File: src/sv/dqr_pkg.sv
package dqr_pkg;

  localparam int unsigned DEPTH = 32;
  localparam int unsigned IDX_W = $clog2(DEPTH);
  localparam int unsigned CNT_W = $clog2(DEPTH + 1);
  localparam int unsigned DATA_W = 32;

  localparam logic [2:0] OP_PUSH_FRONT = 3'd0;
  localparam logic [2:0] OP_PUSH_BACK  = 3'd1;
  localparam logic [2:0] OP_POP_FRONT  = 3'd2;
  localparam logic [2:0] OP_POP_BACK   = 3'd3;
  localparam logic [2:0] OP_DUMP       = 3'd4;

  localparam logic [1:0] ST_OK    = 2'd0;
  localparam logic [1:0] ST_EMPTY = 2'd1;
  localparam logic [1:0] ST_FULL  = 2'd2;

  typedef enum logic [1:0] {
    CELL_HOLD,
    CELL_TAKE_LEFT,
    CELL_TAKE_RIGHT,
    CELL_TAKE_INS
  } cell_sel_e;

  typedef struct packed {
    cell_sel_e                 sel;
    logic signed [DATA_W-1:0]  ins;
  } cell_ctl_t;

endpackage

File: src/sv/dqr_cell.sv
module dqr_cell (
  input  logic                                 clk_i,
  input  dqr_pkg::cell_ctl_t                   ctl_i,
  input  logic signed [dqr_pkg::DATA_W-1:0]    left_i,
  input  logic signed [dqr_pkg::DATA_W-1:0]    right_i,
  output logic signed [dqr_pkg::DATA_W-1:0]    data_o
);
  import dqr_pkg::*;

  logic signed [DATA_W-1:0] data_q;
  logic signed [DATA_W-1:0] data_d;

  always_comb begin
    case (ctl_i.sel)
      CELL_TAKE_LEFT:  data_d = left_i;
      CELL_TAKE_RIGHT: data_d = right_i;
      CELL_TAKE_INS:   data_d = ctl_i.ins;
      default:         data_d = data_q;
    endcase
  end

  always_ff @(posedge clk_i) begin
    data_q <= data_d;
  end

  assign data_o = data_q;

endmodule

File: src/sv/double_ended_queue_ring_unit.sv
// Channel  | valid        | ready        | payload
// request  | in_valid_i   | in_ready_o   | operation_i, value_i
// result   | out_valid_o  | out_ready_i  | item_value_o, is_last_o, status_o
//
// Values sit in cells, front in cell 0; front pushes and pops shift the row.
// Push and pop give one result each; they go back to back while results are taken.
// Dump: after accept, the row rotates one cell per free result slot, emitting cell 0.
// The result register takes a new result while the old one is being taken.
// Reset empties the queue; cell contents are not cleared.
module double_ended_queue_ring_unit (
  input  logic                               clk_i,
  input  logic                               rst_ni,
  input  logic                               in_valid_i,
  output logic                               in_ready_o,
  input  logic [2:0]                         operation_i,
  input  logic signed [dqr_pkg::DATA_W-1:0]  value_i,
  output logic                               out_valid_o,
  input  logic                               out_ready_i,
  output logic signed [dqr_pkg::DATA_W-1:0]  item_value_o,
  output logic                               is_last_o,
  output logic [1:0]                         status_o
);
  import dqr_pkg::*;

  logic signed [DATA_W-1:0] cell_data [DEPTH];
  cell_ctl_t                cell_ctl  [DEPTH];

  logic [CNT_W-1:0] count_q, count_d;
  logic [CNT_W-1:0] dump_rem_q, dump_rem_d;
  logic             dumping_q, dumping_d;

  logic                     out_valid_q, out_valid_d;
  logic signed [DATA_W-1:0] item_value_q, item_value_d;
  logic                     is_last_q, is_last_d;
  logic [1:0]               status_q, status_d;

  logic out_slot;
  logic in_fire;
  logic is_full;
  logic is_empty;
  logic do_push_front, do_push_back, do_pop_front, do_rotate;

  assign out_slot   = !out_valid_q || out_ready_i;
  assign in_ready_o = !dumping_q && out_slot;
  assign in_fire    = in_valid_i && in_ready_o;
  assign is_full    = (count_q == CNT_W'(DEPTH));
  assign is_empty   = (count_q == '0);

  always_comb begin
    count_d       = count_q;
    dump_rem_d    = dump_rem_q;
    dumping_d     = dumping_q;
    out_valid_d   = out_valid_q && !out_ready_i;
    item_value_d  = item_value_q;
    is_last_d     = is_last_q;
    status_d      = status_q;
    do_push_front = 1'b0;
    do_push_back  = 1'b0;
    do_pop_front  = 1'b0;
    do_rotate     = 1'b0;

    if (dumping_q && out_slot) begin
      do_rotate    = 1'b1;
      out_valid_d  = 1'b1;
      item_value_d = cell_data[0];
      status_d     = ST_OK;
      is_last_d    = (dump_rem_q == CNT_W'(1));
      dump_rem_d   = dump_rem_q - CNT_W'(1);
      dumping_d    = (dump_rem_q != CNT_W'(1));
    end else if (in_fire) begin
      item_value_d = '0;
      is_last_d    = 1'b1;
      unique case (operation_i) inside
        OP_PUSH_FRONT, OP_PUSH_BACK: begin
          out_valid_d = 1'b1;
          if (is_full) begin
            status_d = ST_FULL;
          end else begin
            status_d      = ST_OK;
            count_d       = count_q + CNT_W'(1);
            do_push_front = (operation_i == OP_PUSH_FRONT);
            do_push_back  = (operation_i == OP_PUSH_BACK);
          end
        end
        OP_POP_FRONT, OP_POP_BACK: begin
          out_valid_d = 1'b1;
          if (is_empty) begin
            status_d = ST_EMPTY;
          end else begin
            status_d     = ST_OK;
            count_d      = count_q - CNT_W'(1);
            do_pop_front = (operation_i == OP_POP_FRONT);
          end
        end
        OP_DUMP: begin
          if (is_empty) begin
            out_valid_d = 1'b1;
            status_d    = ST_EMPTY;
          end else begin
            dumping_d  = 1'b1;
            dump_rem_d = count_q;
          end
        end
        default: begin
        end
      endcase
    end
  end

  always_comb begin
    for (int i = 0; i < DEPTH; i++) begin
      cell_ctl[i].sel = CELL_HOLD;
      cell_ctl[i].ins = do_rotate ? cell_data[0] : value_i;
      if (do_push_front) begin
        cell_ctl[i].sel = CELL_TAKE_LEFT;
      end else if (do_pop_front) begin
        cell_ctl[i].sel = CELL_TAKE_RIGHT;
      end else if (do_push_back) begin
        if (count_q[IDX_W-1:0] == IDX_W'(i)) begin
          cell_ctl[i].sel = CELL_TAKE_INS;
        end
      end else if (do_rotate) begin
        if (CNT_W'(i) + CNT_W'(1) == count_q) begin
          cell_ctl[i].sel = CELL_TAKE_INS;
        end else if (CNT_W'(i) + CNT_W'(1) < count_q) begin
          cell_ctl[i].sel = CELL_TAKE_RIGHT;
        end
      end
    end
  end

  for (genvar g = 0; g < DEPTH; g++) begin : g_cell
    logic signed [DATA_W-1:0] left_w;
    logic signed [DATA_W-1:0] right_w;
    if (g == 0) begin : g_first
      assign left_w = value_i;
    end else begin : g_mid_l
      assign left_w = cell_data[g-1];
    end
    if (g == DEPTH - 1) begin : g_last
      assign right_w = cell_data[g];
    end else begin : g_mid_r
      assign right_w = cell_data[g+1];
    end
    dqr_cell u_cell (
      .clk_i   (clk_i),
      .ctl_i   (cell_ctl[g]),
      .left_i  (left_w),
      .right_i (right_w),
      .data_o  (cell_data[g])
    );
  end

  always_ff @(posedge clk_i or negedge rst_ni) begin
    if (!rst_ni) begin
      count_q     <= '0;
      dump_rem_q  <= '0;
      dumping_q   <= 1'b0;
      out_valid_q <= 1'b0;
    end else begin
      count_q     <= count_d;
      dump_rem_q  <= dump_rem_d;
      dumping_q   <= dumping_d;
      out_valid_q <= out_valid_d;
    end
  end

  always_ff @(posedge clk_i) begin
    item_value_q <= item_value_d;
    is_last_q    <= is_last_d;
    status_q     <= status_d;
  end

  assign out_valid_o  = out_valid_q;
  assign item_value_o = item_value_q;
  assign is_last_o    = is_last_q;
  assign status_o     = status_q;

endmodule

File: config.mk
export PLATFORM = sky130hd
export DESIGN_NAME = double_ended_queue_ring_unit
export DESIGN_NICKNAME = d
export VERILOG_FILES = /design/src/sv/dqr_pkg.sv /design/src/sv/dqr_cell.sv /design/src/sv/double_ended_queue_ring_unit.sv
export SDC_FILE = /design/constraint.sdc
export NUM_CORES = 2
export LEC_CHECK = 0
export BUFFER_PORTS_ARGS = -buffer_cell sky130_fd_sc_hd__buf_2
export CORE_ASPECT_RATIO = 1.4
export CORE_MARGIN = 10
export CORE_UTILIZATION = 65
export DETAILED_ROUTE_END_ITERATION = 10
export GPL_TIMING_DRIVEN = 0
export HOLD_SLACK_MARGIN = 0.05
export PLACE_DENSITY = 0.83
export SYNTH_ARGS = -nofsm -noshare
export SYNTH_HDL_FRONTEND = slang
export SYNTH_SLANG_ARGS = --single-unit
File: constraint.sdc
create_clock -name clk_i -period 5.7 [get_ports clk_i]
set_input_delay 1.14 -clock clk_i [delete_from_list [all_inputs] [get_ports clk_i]]
set_output_delay 1.14 -clock clk_i [all_outputs]
set_load 0.03 [all_outputs]
Word-level counts from Yosys, hierarchy flattened
Cells that the tools add are included. W data, S select, Z words.

Memories: 0. Input port bits: 39. Output and inout bits: 37. ROM bits: 0. RAM bits: 0. Bits in latches: 0. Logic and storage cells: 590. Flip-flop bits (word level): 1073.

Shift-type cells: 0. Add/subtract/negate cells: 3. Eq/ne operators: 169. Multipliers: 0. Multiplexer cells: 293. Bitwise operators: 1. $lt $le $gt $ge: 32. Reduce and logical (&&, ||, !) cells: 53. Div/mod/pow operators: 0.

Operators with widths (number): $pmux W32 S3 (31); $mux W2 (226); $eq A2 B2 Y1 const B (63); $eq A5 B6 Y1 const A (16); $lt A5 B6 Y1 const A (16); $mux W32 (3); $reduce_bool A3 Y1 (32); $eq A5 B5 Y1 const B (16); $eq A2 B1 Y1 const B (32); $pmux W32 S2 (1); $eq A4 B6 Y1 const A (8); $lt A4 B6 Y1 const A (8); $eq A5 B4 Y1 const B (8); $mux W6 (6); $eq A3 B6 Y1 const A (4); $lt A3 B6 Y1 const A (4); $mux W1 (23); $eq A5 B3 Y1 const B (4); $eq A2 B6 Y1 const A (2); $lt A2 B6 Y1 const A (2); $pmux W6 S2 (1); $sub A6 B1 Y6 const B (2); $eq A5 B2 Y1 const B (2); $reduce_bool A2 Y1 (4); 27 further kinds (37).

Logic depth before layout (Yosys ltp)
Depth in word-level cells: 11. Mapped depth: 12. Gate-level depth less buffers: 7.

Cells and area by module
From an unflattened synthesis, not the netlist that was laid out.

Cells, all modules: 4931. Area total of the unflattened synthesis: 57381.3 um2.

Modules (own cells, without submodules): dqr_cell (cells each 140, area an instance 1672.9 um2, instances 32, sequential area each 960.9 um2); double_ended_queue_ring_unit (cells each 451, area an instance 3849.9 um2, instances 1, sequential area each 1381.3 um2).

Least setup slack after synthesis
OpenSTA, ideal clock, no wires.

Kind: input to register. Start: input out_ready_i. End: register g_cell[14].u_cell.data_q[0] (enable). Stages on the path: 6. Path slack: 1.707 ns. Setup time: 0.629 ns. Data arrival time: 3.364 ns. Cell sequence: nor2b_1 > buf_2 > nor3_2 > a22oi_1 > clkbuf_1 > nand4_1.

Word-level cells in the longest chain between the ends: 10. Elaborated cells on any way between the ends: 19. Those cells by class: eq/ne (3); mux (11); reduce/logical (5).

RTL lines: start: declaration (line double_ended_queue_ring_unit.sv:18) `input logic out_ready_i,`; $logic_or A1 B1 Y1 (*) (line double_ended_queue_ring_unit.sv:43) `assign out_slot = !out_valid_q || out_ready_i;`; $logic_and A1 B1 Y1 (line double_ended_queue_ring_unit.sv:44) `assign in_ready_o = !dumping_q && out_slot;`; $logic_and A1 B1 Y1 (line double_ended_queue_ring_unit.sv:45) `assign in_fire = in_valid_i && in_ready_o;`; $mux W1 (line double_ended_queue_ring_unit.sv:70) `end else if (in_fire) begin`; $mux W1 (line double_ended_queue_ring_unit.sv:62) `if (dumping_q && out_slot) begin`; $mux W2 (line double_ended_queue_ring_unit.sv:118) `end else if (do_push_back) begin`; $mux W2 (line double_ended_queue_ring_unit.sv:116) `end else if (do_pop_front) begin`; $mux W2 (*) (line double_ended_queue_ring_unit.sv:114) `if (do_push_front) begin`; $eq A2 B1 Y1 or $eq A2 B2 Y1 (tied branches) (line dqr_cell.sv:14) `case (ctl_i.sel)`; $reduce_bool A3 Y1 (no source line) (*); end signal: assignment (line dqr_cell.sv:23) `data_q <= data_d;`; end: declaration (line dqr_cell.sv:10) `logic signed [DATA_W-1:0] data_q;`.

Every way passes the cells marked *; elsewhere a longest branch is shown, timed or not. A chain may end at the register's enable or synchronous reset.

Final worst setup path
Start: register count_q[1]. End: register g_cell[8].u_cell.data_q[6] (enable).

Word-level cells in the longest chain between the ends: 10. Elaborated cells on any way between the ends: 28. Those cells by class: order compare (1); eq/ne (6); mux (19); reduce/logical (2).

RTL lines: start: declaration (line double_ended_queue_ring_unit.sv:28) `logic [CNT_W-1:0] count_q, count_d;`; start signal: assignment (line double_ended_queue_ring_unit.sv:161) `count_q <= count_d;`; parallel branches: the longest is 7 deep, another holds $lt A4 B6 Y1; $mux W2 (*) (line double_ended_queue_ring_unit.sv:114); $eq A2 B1 Y1 or $eq A2 B2 Y1 (tied branches) (line dqr_cell.sv:14); $reduce_bool A3 Y1 (no source line) (*); end signal: assignment (line dqr_cell.sv:23); end: declaration (line dqr_cell.sv:10).

Mark *: on every way between the ends.

==> impl_metrics.env <==
export IMPL_cts_tree="done"
export IMPL_reg2regPathDepth=11
export IMPL_grt_pass1_vias=39600
export IMPL_rows=122
export IMPL_grt_max_degree=33
export IMPL_async_reset_ff_frac=0.0130
export IMPL_dieArea_mm2=0.0915
export IMPL_cts_buffers=101
export IMPL_setup_viol=0
export IMPL_crit_fanout=20
export IMPL_cp_num_cells=11
export IMPL_die_h_um=354
export IMPL_path_buf_inv=6
export IMPL_ys_seq_area_frac=0.621
export IMPL_grt_first_pass_wirelength_um=273000
export IMPL_synth_edf_count=1057
export IMPL_nets=4331
export IMPL_tns_ps=0
export IMPL_netSwitchingFraction=0.395
export IMPL_cts_setup_buffers=0
export IMPL_num_io_pins=76
export IMPL_path_cells="clkbuf_1, inv_1, ha_1, clkbuf_1, inv_1, nor2_4, nor2_1, nor3_1, buf_2, nand2_1, buf_16"
export IMPL_critPathSlowestCell="nor3_1"
export IMPL_cts_max_path_buffers=3
export IMPL_fillCellCount=5515
export IMPL_worstPathArrival_ps=5960
export IMPL_postCtsHoldBufs=0
export IMPL_insertion_delay_ps=690
export IMPL_fin_crit_sh=0.970
export IMPL_coreArea_mm2=0.0791
export IMPL_pwr_density_cell_mw_per_mm2=678
export IMPL_drive_above_1_share=0.0852
export IMPL_grt_use_total=0.413
export IMPL_syn_inst=4092
export IMPL_hold_viol_final=0
export IMPL_maxSlewHeadroom=-0.0154
export IMPL_drt_iter0_drc=7991
export IMPL_synth_flop_cell="edfxtp_1"
export IMPL_cp_end_kind="register"
export IMPL_fin_crit_ps=5530
export IMPL_maxSlewViolCount=6
export IMPL_post_dp_cell_area_mm2=0.0537
export IMPL_port_buffers=75
export IMPL_routed_wl_um=194000
export IMPL_p_seq_frac=0.463
export IMPL_netlist_area_mm2=0.0517
export IMPL_drc=0
export IMPL_critical_path_startpoint_type="register"
export IMPL_peakVddDrop_mv=0.464
export IMPL_synth_distinct_cells=73
export IMPL_internal_power_mw=23.4
export IMPL_grt_antenna_before_repair=5
export IMPL_total_power_mw=38.6
export IMPL_timing_fmax_mhz=181
export IMPL_grt_setup_unrepaired="false"
export IMPL_die_w_um=258
export IMPL_vias=41400
export IMPL_clkPwrFrac=0.174
export IMPL_ys_seq_elements=1073
export IMPL_fin_area_mm2=0.0570
export IMPL_routed_via_density=7.63
export IMPL_criticalPathCategory="reg2reg"
export IMPL_syn_num_nets=4141
export IMPL_h_tree_depth=3
export IMPL_clockRootBuffer="clkbuf_16"
export IMPL_fin_skew_ps=28.3
export IMPL_leakagePower_nw=20.4
export IMPL_cts_sinks=1073
export IMPL_overflow=0
export IMPL_avgSynthCellArea_um2=12.6
export IMPL_synth_warnings=0
export IMPL_critPathRequiredTime_ps=6130
export IMPL_p_sw_mw=15.3
export IMPL_routedWlPerCell_um=35.8
export IMPL_cap_viol_max_count=1
export IMPL_crit_family="simple AND/OR/NAND/NOR gates"
export IMPL_comb_power_share=0.363
export IMPL_dr_pass1_iters=7
export IMPL_status="finished with violations"
export IMPL_dp_hpwl_um=151000
export IMPL_hold_path_class="in2async"
export IMPL_failed_checks="max-capacitance violations, max-slew violations"
export IMPL_worstMarginPinSlew_ps=1520
export IMPL_r2r_start="count_q[1]$_DFFE_PN0P_"
export IMPL_syn2layout_area_growth_pct=10.1
export IMPL_start_util=0.654
export IMPL_rrSetupSlack_ps=170
export IMPL_max_stage_delay_ps=1190
export IMPL_place_congestion=1.01
export IMPL_clk_pin_slew_ps=70
export IMPL_ant_nets=0
export IMPL_r2r_end="g_cell[8].u_cell.data_o[6]$_DFFE_PP_"
export IMPL_ctsResizeCount=3
cells in the mapped netlist (all sizes together) (10+ instances only):
cell type  number  share of area
edfxtp       1057           0.61
a221o         865           0.17
nor2          836          0.061
clkbuf        371          0.027
mux2i         161          0.031
inv           105         0.0076
buf            84         0.0080
a21oi          54         0.0052
and2           53         0.0064
nand2          52         0.0038
o22ai          46         0.0061
nand3          44         0.0043
and3           41         0.0050
nor2b          41         0.0050
a211oi         32         0.0046
mux2           32         0.0070
o221ai         32         0.0054
o21ai          20         0.0019
dfrtp          14         0.0068
nor3           14         0.0015
nor4           14         0.0022
ha             10         0.0024
cell usage in the layout (no fill, tap or decap), types with 14 or more instances in the layout:
cell type,synthesis,final
and2_1,51,51
inv_1,105,105
mux2_2,32,32
o22ai_1,43,43
nand3_1,44,43
nor2_1,835,835
clkinv_1,1,36
a211oi_1,32,32
dfrtp_1,14,14
mux2i_1,161,161
a221o_1,865,865
and3_1,41,41
a21oi_1,54,51
nand2_2,0,20
clkbuf_1,371,391
buf_2,74,149
o221ai_1,32,32
clkbuf_16,0,103
nor2b_1,41,41
edfxtp_1,1057,1057
nand2_1,52,32
flip-flops by register name, indices dropped and copies added (netlist names):
| signal | cells |
|---|---|
| status_o | 2 |
| count_q | 6 |
| is_last_o | 1 |
| item_value_o | 32 |
| dump_rem_q | 6 |
| g_cell.u_cell.data_o | 1024 |
| dumping_q | 1 |
| out_valid_o | 1 |
worst register-to-register path: cells and delay by family (launching register included):
| kind | cells | cell delay (ps) |
|---|---|---|
| adder cells (fa/ha/maj) | 1 | 210 |
| buffers and inverters | 6 | 2230 |
| flip-flops | 1 | 420 |
| AND/OR/NAND/NOR | 4 | 2410 |
power by group through the flow:
stage	clock [mW]	sequential (mW)	combinational (mW)
6_report	6.72	17.9	14.0
3_3_place_gp	0	17.6	12.7
2_1_floorplan	0	16.3	8.69
3_5_place_dp	0	17.7	13.3
5_1_grt	6.93	18.0	14.4
4_1_cts	6.63	17.6	13.4
layer usage:
metal / GRT usage / share of wire / wire, um
met5: 0 / 0.000067 / 13
met4: 0.303 / 0.083 / 16200
met3: 0.0939 / 0.13 / 25900
met2: 0.640 / 0.45 / 87700
met1: 0.504 / 0.33 / 64300
cell type report:
cell class | instances | area [um^2] | area share
repair buffers | 87 | 622 | 0.0109
clock buffers | 123 | 2650 | 0.0466
plain buffers | 455 | 1800 | 0.0317
diodes | 2 | 5.00 | 0.0000879
well taps | 1054 | 1320 | 0.0232
clock inverters | 64 | 523 | 0.00918
flip-flops and latches | 1073 | 32100 | 0.564
inverters | 106 | 398 | 0.00699
multi-input cells | 2458 | 17500 | 0.307
how the worst max path moves through the flow:
stage                                      start                                     to  slack (ps)
after floorplan                      out_ready_i  g_cell[14].u_cell.data_o[0]$_DFFE_PP_        1710
final                     count_q[1]$_DFFE_PN0P_   g_cell[8].u_cell.data_o[6]$_DFFE_PP_         170
after global placement    count_q[1]$_DFFE_PN0P_   g_cell[2].u_cell.data_o[5]$_DFFE_PP_        -640
after global routing      count_q[1]$_DFFE_PN0P_   g_cell[8].u_cell.data_o[5]$_DFFE_PP_         110
after detailed placement             out_ready_i  g_cell[20].u_cell.data_o[7]$_DFFE_PP_        -190
after CTS                 count_q[0]$_DFFE_PN0P_  g_cell[27].u_cell.data_o[4]$_DFFE_PP_          50
per-stage QoR:
stage,util,hold slack (ps),std cells,setup slack [ps]
2_1_floorplan,-,493,4092,1710
3_3_place_gp,0.676,497,5221,-641
3_5_place_dp,0.679,498,5229,-195
4_1_cts,0.719,376,5416,53.5
5_1_grt,0.720,402,5420,105
6_report,0.720,382,5422,170
cell families (layout without fill, tap and decap cells):
| group | Yosys count | after routing | share of synthesized area |
|---|---|---|---|
| AO/OA/AOI/OAI | 1111 | 1111 | 0.200 |
| XOR/XNOR | 5 | 5 | 0.000846 |
| adder cells (fa/ha/maj) | 10 | 10 | 0.00242 |
| buffers and inverters | 561 | 835 | 0.0426 |
| flip-flops | 1073 | 1073 | 0.621 |
| multiplexers | 193 | 193 | 0.0381 |
| other | 0 | 2 | 0 |
| AND/OR/NAND/NOR | 1139 | 1139 | 0.0951 |
Note: power is estimated with default switching activity, not from simulation.
